### src/design/bol_pkg.sv
// ----------------------------------------------------------------------------
// Bounded ordered list package
// Sizes, command and status codes, and the memory request bundle that the
// list core and its entry memory share.
// ----------------------------------------------------------------------------
package bol_pkg;

    // List geometry.
    localparam int CAPACITY   = 16;
    localparam int DATA_WIDTH = 32;
    localparam int IDX_W      = $clog2(CAPACITY);
    localparam int CNT_W      = $clog2(CAPACITY + 1);

    // Command field widths.
    localparam int OP_W     = 3;
    localparam int POS_W    = 4;
    localparam int STATUS_W = 2;

    // Command codes.
    localparam logic [OP_W-1:0] OP_APPEND    = 3'd0;
    localparam logic [OP_W-1:0] OP_INSERT    = 3'd1;
    localparam logic [OP_W-1:0] OP_POP_FRONT = 3'd2;
    localparam logic [OP_W-1:0] OP_POP_BACK  = 3'd3;
    localparam logic [OP_W-1:0] OP_REMOVE    = 3'd4;
    localparam logic [OP_W-1:0] OP_READ      = 3'd5;
    localparam logic [OP_W-1:0] OP_FIND      = 3'd6;

    // Status codes.
    localparam logic [STATUS_W-1:0] ST_OK    = 2'd0;
    localparam logic [STATUS_W-1:0] ST_FULL  = 2'd1;
    localparam logic [STATUS_W-1:0] ST_EMPTY = 2'd2;
    localparam logic [STATUS_W-1:0] ST_RANGE = 2'd3;

    // One access request to the entry memory: one write and one read port.
    typedef struct packed {
        logic                  we;
        logic [IDX_W-1:0]      waddr;
        logic [DATA_WIDTH-1:0] wdata;
        logic                  re;
        logic [IDX_W-1:0]      raddr;
    } bol_mem_req_t;

endpackage

### src/design/bounded_ordered_list_core.sv
// ----------------------------------------------------------------------------
// Bounded ordered list core
// Ordered list of up to CAPACITY signed values with append, insert, pop,
// remove, read and find commands.
// ----------------------------------------------------------------------------
// The list lives in a 16-entry memory with one write and one read port and
// a registered read; the core takes one command at a time. Every command
// takes one transfer in and gives one result transfer out. Append is
// decoded, writes the value and then registers its result; a command that
// fails or carries the unused code is decoded and then registers its result.
// Insert moves each entry at or above the position up one place, pop front
// and remove move each entry above the position down one place, one entry
// per cycle through the memory ports, and find reads the list one entry per
// cycle from the front until it hits; pop back and read walk a single entry.
// A new command is taken once the previous result is in the output register,
// even if that result has not yet been transferred.
// ----------------------------------------------------------------------------
module bounded_ordered_list_core
    import bol_pkg::*;
(
    input  logic                         clk,
    input  logic                         rst_n,

    input  logic                         in_valid,
    output logic                         in_stall,
    input  logic [OP_W-1:0]              operation,
    input  logic [POS_W-1:0]             position,
    input  logic signed [DATA_WIDTH-1:0] value,

    output logic                         out_valid,
    input  logic                         out_stall,
    output logic signed [DATA_WIDTH-1:0] data_out,
    output logic [CNT_W-1:0]             found_position,
    output logic [CNT_W-1:0]             entry_count,
    output logic [STATUS_W-1:0]          status
);

    typedef enum logic [5:0] {
        S_IDLE = 6'b000001,
        S_EXEC = 6'b000010,
        S_SHDN = 6'b000100,
        S_SHUP = 6'b001000,
        S_FIND = 6'b010000,
        S_DONE = 6'b100000
    } state_t;

    // Control registers.
    state_t           state_reg,  state_next;
    logic [CNT_W-1:0] count_reg,  count_next;
    logic [CNT_W-1:0] ptr_reg,    ptr_next;
    logic [CNT_W-1:0] lim_reg,    lim_next;
    logic [CNT_W-1:0] base_reg,   base_next;
    logic             pend_reg,   pend_next;
    logic             dec_reg,    dec_next;
    logic             hit_reg,    hit_next;
    logic             out_valid_reg, out_valid_next;

    // Payload registers.
    logic [OP_W-1:0]        op_reg,     op_next;
    logic [POS_W-1:0]       pos_reg,    pos_next;
    logic [DATA_WIDTH-1:0]  val_reg,    val_next;
    logic [IDX_W-1:0]       paddr_reg,  paddr_next;
    logic [DATA_WIDTH-1:0]  data_reg,   data_next;
    logic [CNT_W-1:0]       found_reg,  found_next;
    logic [STATUS_W-1:0]    status_reg, status_next;
    logic [DATA_WIDTH-1:0]  dout_reg,   dout_next;
    logic [CNT_W-1:0]       fpos_reg,   fpos_next;
    logic [CNT_W-1:0]       ecnt_reg,   ecnt_next;
    logic [STATUS_W-1:0]    ostat_reg,  ostat_next;

    bol_mem_req_t          mem_req;
    logic [DATA_WIDTH-1:0] mem_rdata;

    logic             in_xfer;
    logic             out_xfer;
    logic             out_free;
    logic [CNT_W-1:0] pos_ext;
    logic             issue;

    bol_mem u_mem (
        .clk   (clk),
        .req   (mem_req),
        .rdata (mem_rdata)
    );

    // Handshake qualifiers.
    assign in_stall = (state_reg != S_IDLE);
    assign in_xfer  = in_valid && !in_stall;
    assign out_xfer = out_valid_reg && !out_stall;
    assign out_free = !out_valid_reg || !out_stall;
    assign pos_ext  = {{(CNT_W - POS_W){1'b0}}, pos_reg};

    // Command sequencer. Each entry is read before any write of the same
    // command touches it, so no forwarding is needed.
    always_comb
    begin
        state_next     = state_reg;
        count_next     = count_reg;
        ptr_next       = ptr_reg;
        lim_next       = lim_reg;
        base_next      = base_reg;
        pend_next      = 1'b0;
        dec_next       = dec_reg;
        hit_next       = hit_reg;
        out_valid_next = out_xfer ? 1'b0 : out_valid_reg;
        op_next        = op_reg;
        pos_next       = pos_reg;
        val_next       = val_reg;
        paddr_next     = paddr_reg;
        data_next      = data_reg;
        found_next     = found_reg;
        status_next    = status_reg;
        dout_next      = dout_reg;
        fpos_next      = fpos_reg;
        ecnt_next      = ecnt_reg;
        ostat_next     = ostat_reg;
        issue          = 1'b0;
        mem_req        = '0;

        unique case (state_reg)
            S_IDLE:
            begin
                if (in_xfer)
                begin
                    op_next    = operation;
                    pos_next   = position;
                    val_next   = value;
                    state_next = S_EXEC;
                end
            end

            S_EXEC:
            begin
                data_next   = '0;
                found_next  = '0;
                status_next = ST_OK;
                hit_next    = 1'b0;
                state_next  = S_DONE;
                unique case (op_reg)
                    OP_APPEND, OP_INSERT:
                    begin
                        base_next = (op_reg == OP_APPEND) ? count_reg : pos_ext;
                        ptr_next  = count_reg;
                        if (count_reg >= CNT_W'(CAPACITY))
                        begin
                            status_next = ST_FULL;
                        end
                        else if (op_reg == OP_INSERT && pos_ext > count_reg)
                        begin
                            status_next = ST_RANGE;
                        end
                        else
                        begin
                            state_next = S_SHUP;
                        end
                    end
                    OP_POP_FRONT, OP_POP_BACK, OP_REMOVE, OP_READ:
                    begin
                        if (count_reg == '0)
                        begin
                            status_next = ST_EMPTY;
                        end
                        else if ((op_reg == OP_REMOVE || op_reg == OP_READ)
                                 && pos_ext >= count_reg)
                        begin
                            status_next = ST_RANGE;
                        end
                        else
                        begin
                            unique case (op_reg)
                                OP_POP_FRONT: base_next = '0;
                                OP_POP_BACK:  base_next = count_reg - CNT_W'(1);
                                default:      base_next = pos_ext;
                            endcase
                            ptr_next   = base_next;
                            lim_next   = (op_reg == OP_READ) ?
                                         base_next + CNT_W'(1) : count_reg;
                            dec_next   = (op_reg != OP_READ);
                            state_next = S_SHDN;
                        end
                    end
                    OP_FIND:
                    begin
                        ptr_next   = '0;
                        found_next = count_reg;
                        state_next = S_FIND;
                    end
                    default:
                    begin
                        state_next = S_DONE;
                    end
                endcase
            end

            // Walk upward: the entry at the base is the result, the rest
            // move down one place.
            S_SHDN:
            begin
                issue = (ptr_reg < lim_reg);
                if (issue)
                begin
                    mem_req.re    = 1'b1;
                    mem_req.raddr = ptr_reg[IDX_W-1:0];
                    ptr_next      = ptr_reg + CNT_W'(1);
                end
                pend_next  = issue;
                paddr_next = ptr_reg[IDX_W-1:0];
                if (pend_reg)
                begin
                    if (paddr_reg == base_reg[IDX_W-1:0])
                    begin
                        data_next = mem_rdata;
                    end
                    else
                    begin
                        mem_req.we    = 1'b1;
                        mem_req.waddr = paddr_reg - IDX_W'(1);
                        mem_req.wdata = mem_rdata;
                    end
                end
                if (!issue && !pend_reg)
                begin
                    if (dec_reg)
                    begin
                        count_next = count_reg - CNT_W'(1);
                    end
                    state_next = S_DONE;
                end
            end

            // Walk downward moving entries up one place, then write the
            // new value into the opened slot.
            S_SHUP:
            begin
                issue = (ptr_reg > base_reg);
                if (issue)
                begin
                    mem_req.re    = 1'b1;
                    mem_req.raddr = ptr_reg[IDX_W-1:0] - IDX_W'(1);
                    ptr_next      = ptr_reg - CNT_W'(1);
                end
                pend_next  = issue;
                paddr_next = ptr_reg[IDX_W-1:0] - IDX_W'(1);
                if (pend_reg)
                begin
                    mem_req.we    = 1'b1;
                    mem_req.waddr = paddr_reg + IDX_W'(1);
                    mem_req.wdata = mem_rdata;
                end
                if (!issue && !pend_reg)
                begin
                    mem_req.we    = 1'b1;
                    mem_req.waddr = base_reg[IDX_W-1:0];
                    mem_req.wdata = val_reg;
                    count_next    = count_reg + CNT_W'(1);
                    state_next    = S_DONE;
                end
            end

            // Scan from the front; stop reading after the first match.
            S_FIND:
            begin
                issue = (ptr_reg < count_reg) && !hit_reg;
                if (issue)
                begin
                    mem_req.re    = 1'b1;
                    mem_req.raddr = ptr_reg[IDX_W-1:0];
                    ptr_next      = ptr_reg + CNT_W'(1);
                end
                pend_next  = issue;
                paddr_next = ptr_reg[IDX_W-1:0];
                if (pend_reg && !hit_reg && mem_rdata == val_reg)
                begin
                    hit_next   = 1'b1;
                    found_next = {{(CNT_W - IDX_W){1'b0}}, paddr_reg};
                end
                if (!issue && !pend_reg)
                begin
                    state_next = S_DONE;
                end
            end

            S_DONE:
            begin
                if (out_free)
                begin
                    dout_next      = data_reg;
                    fpos_next      = found_reg;
                    ecnt_next      = count_reg;
                    ostat_next     = status_reg;
                    out_valid_next = 1'b1;
                    state_next     = S_IDLE;
                end
            end

            default:
            begin
                state_next = S_IDLE;
            end
        endcase
    end

    // Control state.
    always_ff @(posedge clk or negedge rst_n)
    begin
        if (!rst_n)
        begin
            state_reg     <= S_IDLE;
            count_reg     <= '0;
            ptr_reg       <= '0;
            lim_reg       <= '0;
            base_reg      <= '0;
            pend_reg      <= 1'b0;
            dec_reg       <= 1'b0;
            hit_reg       <= 1'b0;
            out_valid_reg <= 1'b0;
        end
        else
        begin
            state_reg     <= state_next;
            count_reg     <= count_next;
            ptr_reg       <= ptr_next;
            lim_reg       <= lim_next;
            base_reg      <= base_next;
            pend_reg      <= pend_next;
            dec_reg       <= dec_next;
            hit_reg       <= hit_next;
            out_valid_reg <= out_valid_next;
        end
    end

    // Command and result payload.
    always_ff @(posedge clk)
    begin
        op_reg     <= op_next;
        pos_reg    <= pos_next;
        val_reg    <= val_next;
        paddr_reg  <= paddr_next;
        data_reg   <= data_next;
        found_reg  <= found_next;
        status_reg <= status_next;
        dout_reg   <= dout_next;
        fpos_reg   <= fpos_next;
        ecnt_reg   <= ecnt_next;
        ostat_reg  <= ostat_next;
    end

    assign out_valid      = out_valid_reg;
    assign data_out       = dout_reg;
    assign found_position = fpos_reg;
    assign entry_count    = ecnt_reg;
    assign status         = ostat_reg;

    // The list never holds more than its capacity.
    assert property (@(posedge clk) disable iff (!rst_n)
        count_reg <= CNT_W'(CAPACITY))
        else $error("list count exceeds capacity");

    // The memory is written only while entries are being moved or placed.
    assert property (@(posedge clk) disable iff (!rst_n)
        mem_req.we |-> (state_reg == S_SHDN || state_reg == S_SHUP))
        else $error("memory write outside a shift");

    // An accepted command is decoded in the next cycle.
    assert property (@(posedge clk) disable iff (!rst_n)
        in_xfer |=> state_reg == S_EXEC)
        else $error("accepted command not decoded");

    // A full report goes with a full list.
    assert property (@(posedge clk) disable iff (!rst_n)
        (out_valid_reg && ostat_reg == ST_FULL) |-> ecnt_reg == CNT_W'(CAPACITY))
        else $error("full status with a list that is not full");

endmodule

### src/design/bol_mem.sv
// ----------------------------------------------------------------------------
// Bounded ordered list entry memory
// Simple dual-port synchronous memory: one write and one registered read
// per cycle. Contents are undefined until written.
// ----------------------------------------------------------------------------
module bol_mem
    import bol_pkg::*;
(
    input  logic                  clk,
    input  bol_mem_req_t          req,
    output logic [DATA_WIDTH-1:0] rdata
);

    logic [DATA_WIDTH-1:0] mem_arr [CAPACITY];
    logic [DATA_WIDTH-1:0] rdata_reg;

    // Write port and registered read port.
    always_ff @(posedge clk)
    begin
        if (req.we)
        begin
            mem_arr[req.waddr] <= req.wdata;
        end
        if (req.re)
        begin
            rdata_reg <= mem_arr[req.raddr];
        end
    end

    assign rdata = rdata_reg;

endmodule
### config.mk
export PLATFORM = sky130hd
export DESIGN_NAME = bounded_ordered_list_core
export DESIGN_NICKNAME = d
export VERILOG_FILES = /design/src/design/bol_pkg.sv /design/src/design/bounded_ordered_list_core.sv /design/src/design/bol_mem.sv
export SDC_FILE = /design/constraint.sdc
export NUM_CORES = 1
export LEC_CHECK = 0
export ABC_AREA = 1
export BUFFER_PORTS_ARGS = -buffer_cell sky130_fd_sc_hd__buf_2
export CAP_MARGIN = 10
export CORE_MARGIN = 2
export CORE_UTILIZATION = 50
export DETAILED_ROUTE_END_ITERATION = 6
export PLACE_DENSITY_LB_ADDON = 0.12
export SLEW_MARGIN = 20
export SYNTH_ARGS = -nofsm -noshare
export SYNTH_HDL_FRONTEND = slang
export SYNTH_SLANG_ARGS = --single-unit
export TNS_END_PERCENT = 1
### constraint.sdc
create_clock -name clk -period 3.7 [get_ports clk]
set_input_delay 0.74 -clock clk [delete_from_list [all_inputs] [get_ports clk]]
set_output_delay 0.74 -clock clk [all_outputs]
set_load 0.05 [all_outputs]
; Word level (Yosys, flattened, before mapping)
; Memories as Yosys holds them, arrays and structs flattened. A register that Yosys moved wholly into a read port is not among the register bits.
; Index checks and enable logic that the tools add are counted.
[totals]
regBits = 156
latchBits = 0
ramBits = 512
mem_bits_ro = 0
inputBits = 43
elab_cells = 169
n_memories = 1
[op_classes]
n_addsub = 8
mul = 0
div_mod_pow = 0
order_cmp = 6
n_eq_ne = 33
shifts = 0
n_mux = 59
bitwise_logic = 2
reduce_logical = 40
[memory_table]
columns = name, depth, width, rd, rd_ports_with_merged_regs, write_ports, line_no
row1 = u_mem.mem_arr, 16, 32, 1, 1, 1, bol_mem.sv:14  ; logic [DATA_WIDTH-1:0] mem_arr [CAPACITY];
[op_table]
columns = cell, count
row1 = 2-to-1 mux 37 bit, 4
row2 = 2-to-1 mux 5 bit, 19
row3 = one-hot mux 37 bit (2 select lines), 1
row4 = 2-to-1 mux 32 bit, 2
row5 = one-hot mux 32 bit (2 select lines), 1
row6 = 2-to-1 mux 6 bit, 9
row7 = one-hot mux 5 bit (2 select lines), 4
row8 = one-hot mux 6 bit (6 select lines), 1
row9 = == test 32 bit, 1
row10 = one-hot mux 5 bit (3 select lines), 2
row11 = inequality test 2 bit (second input constant), 14
row12 = one-hot mux 5 bit (4 select lines), 1
row13 = one-hot mux 6 bit (3 select lines), 1
row14 = adder 5 x 1 -> 5 bit (second input constant), 3
row15 = AND reduction 4 bit, 3
row16 = logical AND 1 bit, 10
row17 = < comparator 5 bit, 2
row18 = nonzero test 2 bit, 5
row19 = subtractor 5 x 1 -> 5 bit (second input constant), 2
row20 = == test 3 bit (second input constant), 3
row21 = inequality test 3 bit (second input constant), 3
row22 = zero test 1 bit, 8
row23 = 2-to-1 mux 2 bit, 4
row24 = one-hot mux 4 bit (2 select lines), 1
row25 = other kinds (32), 44

; Longest topological paths before layout
; Gate-level depths: netlist (run 1).
[depth]
depth_word = 11
mapped_depth = 18

; By module
; Synthesis (run 1) repeated with hierarchy kept, for this count alone.
[unflattened]
cells_unflattened = 2960
hier_area_um2 = 31069.8
[modules_own_cells]
columns = mod, instances, cells_each, area_each_um2
row1 = bol_mem, 1, 2122, 23052.1
row2 = bounded_ordered_list_core, 1, 838, 8017.7

; Worst setup path before layout (run 1)
; OpenSTA, ideal clock, no wires.
[synth_path]
kind = flip-flop to flip-flop
start = register ptr_reg[4]
end = memory u_mem.mem_arr[10][0] (enable)
setup_time_ps = 421
arrival_ps = 3263
t_required_ps = 3279
setup_slack_ps = 16
path_stages_with_launch = 14
path_cell_list = dfrtp_1 ha_1 nand2_1 nor2_1 nand2_1 nand3_1 nand2_1 nand2_2 inv_2 nand3_1 o211ai_1 a21oi_1 nand2_1 nor2_1
[synth_between]
elab_chain_cells = 7
[synth_rtl]
columns = element, line_no
row1 = from (decl), bounded_ordered_list_core.sv:50  ; logic [CNT_W-1:0] ptr_reg, ptr_next;
row2 = from (signal assigned), bounded_ordered_list_core.sv:322  ; ptr_reg <= ptr_next;
row3 = > comparator 5 bit (*), bounded_ordered_list_core.sv:235  ; issue = (ptr_reg > base_reg);
row4 = zero test 1 bit (*), bounded_ordered_list_core.sv:250  ; if (!issue && !pend_reg)
row5 = logical AND 1 bit (*), bounded_ordered_list_core.sv:250
row6 = 2-to-1 mux 37 bit (*), bounded_ordered_list_core.sv:250
row7 = one-hot mux 37 bit (2 select lines) (*), bounded_ordered_list_core.sv:120  ; unique case (state_reg)
row8 = 2-to-1 mux 1 bit, bol_mem.sv:20  ; if (req.we)
row9 = 2-to-1 mux 1 bit (implied by the code), bol_mem.sv:22  ; mem_arr[req.waddr] <= req.wdata;
row10 = to (decl), bol_mem.sv:14
; Every way passes the cells marked *; elsewhere a longest branch is shown, timed or not.

; Worst setup path after layout (run 1)
[layout_path]
start = register count_reg[4]
end = register u_mem.rdata_reg[23], in the netlist u_mem.rdata[23] (read register of u_mem.mem_arr), data pin
[layout_between]
elab_chain_cells = 4
[layout_rtl]
columns = element, line_no
row1 = from (decl), bounded_ordered_list_core.sv:49  ; logic [CNT_W-1:0] count_reg, count_next;
row2 = from (signal assigned), bounded_ordered_list_core.sv:321  ; count_reg <= count_next;
row3 = < comparator 5 bit, bounded_ordered_list_core.sv:263  ; issue = (ptr_reg < count_reg) && !hit_reg;
row4 = logical AND 1 bit, bounded_ordered_list_core.sv:263
row5 = 2-to-1 mux 5 bit, bounded_ordered_list_core.sv:264  ; if (issue)
row6 = one-hot mux 5 bit (3 select lines), bounded_ordered_list_core.sv:120
row7 = to (decl), bol_mem.sv:15  ; logic [DATA_WIDTH-1:0] rdata_reg;
; Every way passes these cells.
; A chain may end at the register's enable or synchronous reset.

==> results of run 1 <==
[metal layers]
layer,GRT usage,share of wire
met1,0.384,0.44
met2,0.411,0.45
met3,0.0377,0.080
met4,0.0825,0.029
met5,0,0
[kinds of logic after synthesis]
family / share of synthesized area
and+or+nand+nor: 0.199
DFF: 0.671
buffers and inverters: 0.0795
AOI/OAI and AO/OA: 0.0288
xor gates and xnor gates: 0.00900
adders and majority gates: 0.0131
[area by class of cell]
cell class,instances,share of cell area
sequential,700,0.584
multi-input combinational,1545,0.224
clock buffer,94,0.0586
inverter,459,0.0483
timing repair buffer,195,0.0442
tap,837,0.0293
clock inverter,43,0.0121
[report_power, final]
part	total, mW	switching [mW]	internal (mW)
clock	7.68	3.10	4.58
combinational	2.67	1.87	0.796
sequential	9.50	0.315	9.19
[layout by cell type, fill, tap and decap left out, drive strengths merged, types with 7 or more instances in the layout]
cell type | Yosys | final
a21oi | 25 | 25
buf | 114 | 195
bufinv | 0 | 8
clkbuf | 36 | 94
clkinv | 1 | 34
dfrtp | 29 | 29
edfxtp | 670 | 670
ha | 31 | 31
inv | 458 | 459
nand2 | 546 | 546
nand3 | 610 | 610
nand3b | 62 | 62
nand4 | 18 | 18
nor2 | 95 | 95
nor3 | 9 | 9
o211ai | 7 | 7
o21ai | 50 | 50
o22ai | 13 | 13
o32ai | 24 | 24
xnor2 | 9 | 9
xor2 | 23 | 23
[stage by stage]
| step | instances | setup WS [ns] | cell area (um^2) | utilization |
|---|---|---|---|---|
| after floorplan | 2854 | 0.0164 | 31100 | - |
| after global placement | 3736 | 0.406 | 33200 | 0.539 |
| after detailed placement | 3736 | 0.361 | 33200 | 0.539 |
| after CTS | 3873 | 0.340 | 35700 | 0.580 |
| after global routing | 3873 | 0.0673 | 35700 | 0.580 |
| final | 3873 | 0.341 | 35700 | 0.580 |
[worst register-to-register path: stages (launching register included)]
cell	delay, ns
sky130_fd_sc_hd__dfrtp_1	0.45
sky130_fd_sc_hd__inv_1	0.35
sky130_fd_sc_hd__ha_1	0.32
sky130_fd_sc_hd__nand2_1	0.09
sky130_fd_sc_hd__inv_1	0.04
sky130_fd_sc_hd__a21oi_1	0.19
sky130_fd_sc_hd__nand3_1	0.15
sky130_fd_sc_hd__nand2_2	0.20
sky130_fd_sc_hd__nand2_8	0.12
sky130_fd_sc_hd__nand2_8	0.31
sky130_fd_sc_hd__buf_12	0.35
sky130_fd_sc_hd__nand2_1	0.12
sky130_fd_sc_hd__nand3_1	0.08
sky130_fd_sc_hd__nand3_1	0.08
sky130_fd_sc_hd__nand3_1	0.09
sky130_fd_sc_hd__nand2_1	0.15
[worst max path at each step]
stage          slack (ns)                   end  cells past startpoint
4_1_cts              0.34       u_mem.rdata[23]                     15
2_1_floorplan        0.02  u_mem.mem_arr[10][0]                     13
5_1_grt              0.07       u_mem.rdata[23]                     15
3_5_place_dp         0.36       u_mem.rdata[23]                     15
6_report             0.34       u_mem.rdata[23]                     15
3_3_place_gp         0.41       u_mem.rdata[23]                     15
==> load_flow_metrics.sql, run 1 <==
INSERT INTO impl_metrics (metric_group, metric, value, unit) VALUES
('run_status', 'run_status', 'finished with violations', ''),
('run_status', 'failing_checks', 'design-rule violations', ''),
('logic_synthesis', 'synth_largest_area_cell', 'sky130_fd_sc_hd__edfxtp_1', ''),
('power', 'p_total', '19.8', 'mW'),
('routing', 'drtAntennaViolNets', '0', ''),
('finish', 'ff_latch_area', '20900', 'um^2'),
('clock_tree', 'cts_tree', 'done', ''),
('routing', 'dr_total_vias', '21400', ''),
('global_route', 'global_route_wire_length_before_repair', '126', 'mm'),
('finish', 'fillCellCount', '5075', ''),
('logic_synthesis', 'fraction_of_the_yosys_area_taken_by_sequential_cells', '0.671', ''),
('logic_synthesis', 'postSynthCellCount', '2854', ''),
('setup_path', 'critPathSlowestCell', 'sky130_fd_sc_hd__dfrtp_1', ''),
('setup_path', 'worst-path-buf-inv', '3', ''),
('timing', 'skew', '0.0225', 'ns'),
('clock_tree', 'postCtsSetupRepairBufs', '0', ''),
('timing', 'final.min_clock_period', '3.36', 'ns'),
('logic_synthesis', 'mappedNetlistArea', '31100', 'um^2'),
('clock_tree', 'cts.hold.buffers_added', '0', ''),
('finish', 'syn2layout_area_growth', '14.8', '%'),
('place', 'buffer_ports.inserted', '88', ''),
('clock_tree', 'clk_latency', '0.62', 'ns'),
('logic_synthesis', 'yosys.cell_count.top_type', 'sky130_fd_sc_hd__edfxtp_1', ''),
('logic_synthesis', 'synthesis.nets', '2929', ''),
('setup_path', 'timing.rr.start', 'count_reg[4]', ''),
('global_route', 'antenna_found_initial', '4', ''),
('clock_tree', 'numClockSinks', '700', ''),
('timing', 'timing.final.setup_violations', '0', ''),
('timing', 'setup_tns', '0', 'ns'),
('timing', 'finalHoldViolations', '0', ''),
('clock_tree', 'clk_path_buf_depth', '3', ''),
('clock_tree', 'cts_htree_levels', '3', ''),
('finish', 'top_register', 'u_mem.mem_arr', ''),
('global_route', 'grt_use_total', '0.264', ''),
('die', 'boundaryPins', '89', ''),
('place', 'place_hpwl', '49.0', 'mm'),
('logic_synthesis', 'synth-warning-count', '0', ''),
('clock_tree', 'ctsResizeCount', '0', ''),
('setup_path', 'critPathCaptureType', 'register', ''),
('die', 'floorplan.initialDensity', '0.505', ''),
('power', 'leakage', '14.7', 'nW'),
('clock_tree', 'inserted_clock_buffers', '77', ''),
('die', 'row_count', '91', ''),
('setup_path', 'r2r-end', 'u_mem.rdata[23]', ''),
('routing', 'detail_route.iter0.violations', '2401', ''),
('setup_path', 'crit_chain', 'inv_1, ha_1, nand2_1, inv_1, a21oi_1, nand3_1, nand2_2, nand2_8, nand2_8, buf_12, nand2_1, nand3_1, nand3_1, nand3_1, nand2_1', ''),
('die', 'die_h', '254', 'um'),
('logic_synthesis', 'postSynth.topFlopCell', 'sky130_fd_sc_hd__edfxtp_1', ''),
('setup_path', 'timing.critical_path.from_type', 'register', ''),
('global_route', 'grt_pass1_vias', '20400', ''),
('timing', 'max_slew.worst_pin.slew', '0.864', 'ns'),
('global_route', 'grt_remaining_overflow', '0', ''),
('die', 'die_area', '64300', 'um^2'),
('setup_path', 'worst_r2r_path_depth', '15', ''),
('finish', 'largest_reg_flops', '512', ''),
('finish', 'layout_cell_share_with_drive_strength_beyond_1', '0.119', ''),
('logic_synthesis', 'syn-mean-instance-area', '10.9', 'um^2'),
('routing', 'post_drt_wl_per_cell', '21.5', 'um'),
('setup_path', 'worstPathMaxFanout', '62', ''),
('logic_synthesis', 'synth.cells.most_frequent', '670 x sky130_fd_sc_hd__edfxtp_1, 605 x sky130_fd_sc_hd__nand3_1, 542 x sky130_fd_sc_hd__nand2_1, 449 x sky130_fd_sc_hd__inv_1, 89 x sky130_fd_sc_hd__nor2_1', ''),
('routing', 'drc_errors', '6', ''),
('logic_synthesis', 'yosys.cell_types.count', '51', ''),
('finish', 'antenna_cells_inserted', '0', ''),
('setup_path', 'crit_top_cell', 'sky130_fd_sc_hd__nand3_1', ''),
('logic_synthesis', 'ys_seq_elements', '700', ''),
('timing', 'grt_setup_unrepaired', 'no', ''),
('power', 'power_density_over_the_cells', '555', 'nW/um^2'),
('setup_path', 'worstPathArrival', '3.69', 'ns'),
('routing', 'drt-total-wl', '83.4', 'mm'),
('setup_path', 'critPathKind', 'reg -> reg', ''),
('worst_hold_path', 'worstHoldPathType', 'in -> async', '');
Power figures use the tool's default switching activity.
==> run 2: changes to the inputs <==
--- a/config.mk
+++ b/config.mk
@@ -10,8 +10,9 @@
 export CAP_MARGIN = 10
 export CORE_MARGIN = 2
 export CORE_UTILIZATION = 50
+export CTS_BUF_LIST = sky130_fd_sc_hd__clkbuf_4
 export DETAILED_ROUTE_END_ITERATION = 6
-export PLACE_DENSITY_LB_ADDON = 0.12
+export PLACE_DENSITY = 0.72
 export SLEW_MARGIN = 20
 export SYNTH_ARGS = -nofsm -noshare
 export SYNTH_HDL_FRONTEND = slang
==> run 2 against run 1 <==
The flow now finishes without violations. Cell area barely moved. Utilization is essentially flat. Worst setup slack got worse by 0.11 ns. Sequential share of layout area about the same. Via count rose by 6.9%. Global-route usage decreased by 0.13 points. Critical path type unchanged. Critical endpoint is now u_mem.rdata[15]. Largest power group unchanged. Highest routed layer unchanged.
==> load_flow_metrics.sql, run 2 (same netlist as run 1, synthesis figures left out) <==
INSERT INTO impl_metrics (metric_group, metric, value, unit) VALUES
('die', 'fp.dieW', '254', 'um'),
('clock_tree', 'inserted_clock_buffers', '173', ''),
('finish', 'top_register', 'u_mem.mem_arr', ''),
('routing', 'drc_errors', '0', ''),
('setup_path', 'required_worst_endpoint', '4.45', 'ns'),
('finish', 'multi_input_comb_area', '7980', 'um^2'),
('job', 'drv_cap', '0', ''),
('power', 'vdd_drop_max', '0.252', 'mV'),
('die', 'floorplan.initialDensity', '0.505', ''),
('clock_tree', 'cts_root_buffer', 'sky130_fd_sc_hd__clkbuf_4', ''),
('power', 'leakage', '14.8', 'nW'),
('global_route', 'grt_remaining_overflow', '0', ''),
('finish', 'fillCellCount', '4864', ''),
('die', 'die_area', '64300', 'um^2'),
('routing', 'detail_route.iter0.violations', '2895', ''),
('global_route', 'grt_use_total', '0.262', ''),
('place', 'buffer_ports.inserted', '88', ''),
('die', 'placeableCoreArea', '61600', 'um^2'),
('run_status', 'run_status', 'completed', ''),
('finish', 'ff_latch_area', '20900', 'um^2'),
('routing', 'viasPerCell', '5.61', ''),
('power', 'power_density_over_the_cells', '518', 'nW/um^2'),
('clock_tree', 'cts_tree', 'done', ''),
('global_route', 'grt_start_max_net_pins', '99', ''),
('finish', 'fin_nets', '3187', ''),
('routing', 'drtAntennaViolNets', '0', ''),
('timing', 'final_min_period_over_clock_period', '0.937', ''),
('timing', 'timing.final.setup_violations', '0', ''),
('place', 'place_hpwl', '47.8', 'mm'),
('finish', 'syn2layout_area_growth', '14.9', '%'),
('global_route', 'grt_pass1_vias', '22400', ''),
('setup_path', 'worstPathArrival', '4.22', 'ns'),
('die', 'row_count', '91', ''),
('timing', 'fmax', '288', 'MHz'),
('clock_tree', 'clk_path_buf_depth', '3', ''),
('setup_path', 'worstPathMaxFanout', '79', ''),
('finish', 'final_common_cell', 'sky130_fd_sc_hd__edfxtp_1', ''),
('routing', 'pre_antenna_drt_iters', '7', ''),
('finish', 'finish.cell_count_without_fillers', '4078', ''),
('finish', 'layout_cell_share_with_drive_strength_beyond_1', '0.158', ''),
('setup_path', 'critPathCaptureType', 'register', ''),
('timing', 'slew-limit-headroom', '0.488', ''),
('place', 'placed_cells', '3732', ''),
('global_route', 'antenna_found_initial', '3', ''),
('global_route', 'global_route_wire_length_before_repair', '127', 'mm'),
('timing', 'skew', '0.0618', 'ns'),
('clock_tree', 'clk_latency', '1.04', 'ns'),
('timing', 'max_slew.worst_pin.slew', '0.765', 'ns'),
('routing', 'drt-total-wl', '82.9', 'mm'),
('setup_path', 'critPathKind', 'reg -> reg', ''),
('setup_path', 'worst_r2r_path_depth', '15', ''),
('timing', 'finalHoldViolations', '0', ''),
('routing', 'post_drt_wl_per_cell', '20.3', 'um'),
('setup_path', 'timing.critical_path.from_type', 'register', ''),
('worst_hold_path', 'worstHoldPathType', 'in -> async', ''),
('timing', 'final.min_clock_period', '3.47', 'ns'),
('clock_tree', 'numClockSinks', '700', ''),
('clock_tree', 'worst_setup_hold_path_clk_slew', '0.07', 'ns'),
('routing', 'dr_total_vias', '22900', ''),
('die', 'die_h', '254', 'um'),
('finish', 'largest_reg_flops', '512', ''),
('timing', 'finalMaxSlewViolations', '0', ''),
('finish', 'mostFrequentLayoutCells', '670 x sky130_fd_sc_hd__edfxtp_1, 605 x sky130_fd_sc_hd__nand3_1, 540 x sky130_fd_sc_hd__nand2_1', ''),
('timing', 'grt_setup_unrepaired', 'no', ''),
('place', 'gp_congestion', '0.950', ''),
('die', 'boundaryPins', '89', ''),
('clock_tree', 'cts_htree_levels', '4', ''),
('timing', 'setup_tns', '0', 'ns');
==> run 2: path summary, 6_finish.rpt <==
| check | startpoint | to | slack [ns] |
|---|---|---|---|
| min in group clk | data_reg[2] | data_out[2] | 0.41 |
| max reg2reg | count_reg[4] | u_mem.rdata[15] | 0.23 |
| max | count_reg[4] | u_mem.rdata[15] | 0.23 |
| min | rst_n | count_reg[4] | 0.34 |
| max in group asynchronous | rst_n | state_reg[1] | 2.83 |
| min reg2reg | data_reg[2] | data_out[2] | 0.41 |
==> run 2: critical path, cell delays in order (launching register included) <==
cell and delay (ns):
sky130_fd_sc_hd__dfrtp_1 0.46, sky130_fd_sc_hd__inv_1 0.36, sky130_fd_sc_hd__ha_1 0.32, sky130_fd_sc_hd__nand2_1 0.12
sky130_fd_sc_hd__inv_1 0.05, sky130_fd_sc_hd__a21oi_1 0.20, sky130_fd_sc_hd__nand3_1 0.15, sky130_fd_sc_hd__nand2_2 0.20
sky130_fd_sc_hd__nand2_8 0.12, sky130_fd_sc_hd__nand2_8 0.20, sky130_fd_sc_hd__buf_12 0.36, sky130_fd_sc_hd__nand2_1 0.09
sky130_fd_sc_hd__nand3_1 0.10, sky130_fd_sc_hd__nand3_1 0.17, sky130_fd_sc_hd__nand3_1 0.15, sky130_fd_sc_hd__nand2_1 0.06
==> run 2: final cells by class <==
class                           count  share of cell area
Antenna cell                        1           0.0000700
Sequential cell                   700               0.584
Clock inverter                     57             0.00885
Clock buffer                      246              0.0516
Inverter                          459              0.0483
Timing Repair Buffer              233              0.0551
Multi-Input combinational cell   1545               0.223
Tap cell                          837              0.0293
==> run 2: report_power, final <==
| part | internal, mW | switching [mW] |
|---|---|---|
| Combinational | 0.819 | 1.87 |
| Clock | 3.21 | 3.12 |
| Sequential | 9.18 | 0.320 |
| Total | 13.2 | 5.31 |
==> run 2: repair_timing <==
action | 4_1_cts | 5_1_grt
buffers inserted | 0 | 0
endpoints found under the hold margin | 70 | 0
gates resized for setup | 0 | 0
hold buffers | 42 | 0
==> run 2: routing by layer <==
metal,vias up,wire length (um),track usage
met5,-,0,0
met4,0,2520,0.112
met3,194,9830,0.0629
met2,1473,37900,0.404
met1,10900,32700,0.357
li1,10300,-,-
==> run 2: metrics by stage <==
| step | power (mW) | hold WS [ns] | instance area (um^2) | setup slack (ns) | utilization |
|---|---|---|---|---|---|
| 2_1_floorplan | 11.4 | 0.400 | 31100 | 0.0164 | - |
| 3_3_place_gp | 12.2 | 0.402 | 33200 | 0.404 | 0.539 |
| 3_5_place_dp | 12.3 | 0.405 | 33200 | 0.389 | 0.539 |
| 4_1_cts | 18.6 | 0.263 | 35800 | 0.334 | 0.580 |
| 5_1_grt | 19.4 | 0.360 | 35800 | 0.0645 | 0.580 |
| 6_report | 18.5 | 0.336 | 35800 | 0.234 | 0.580 |
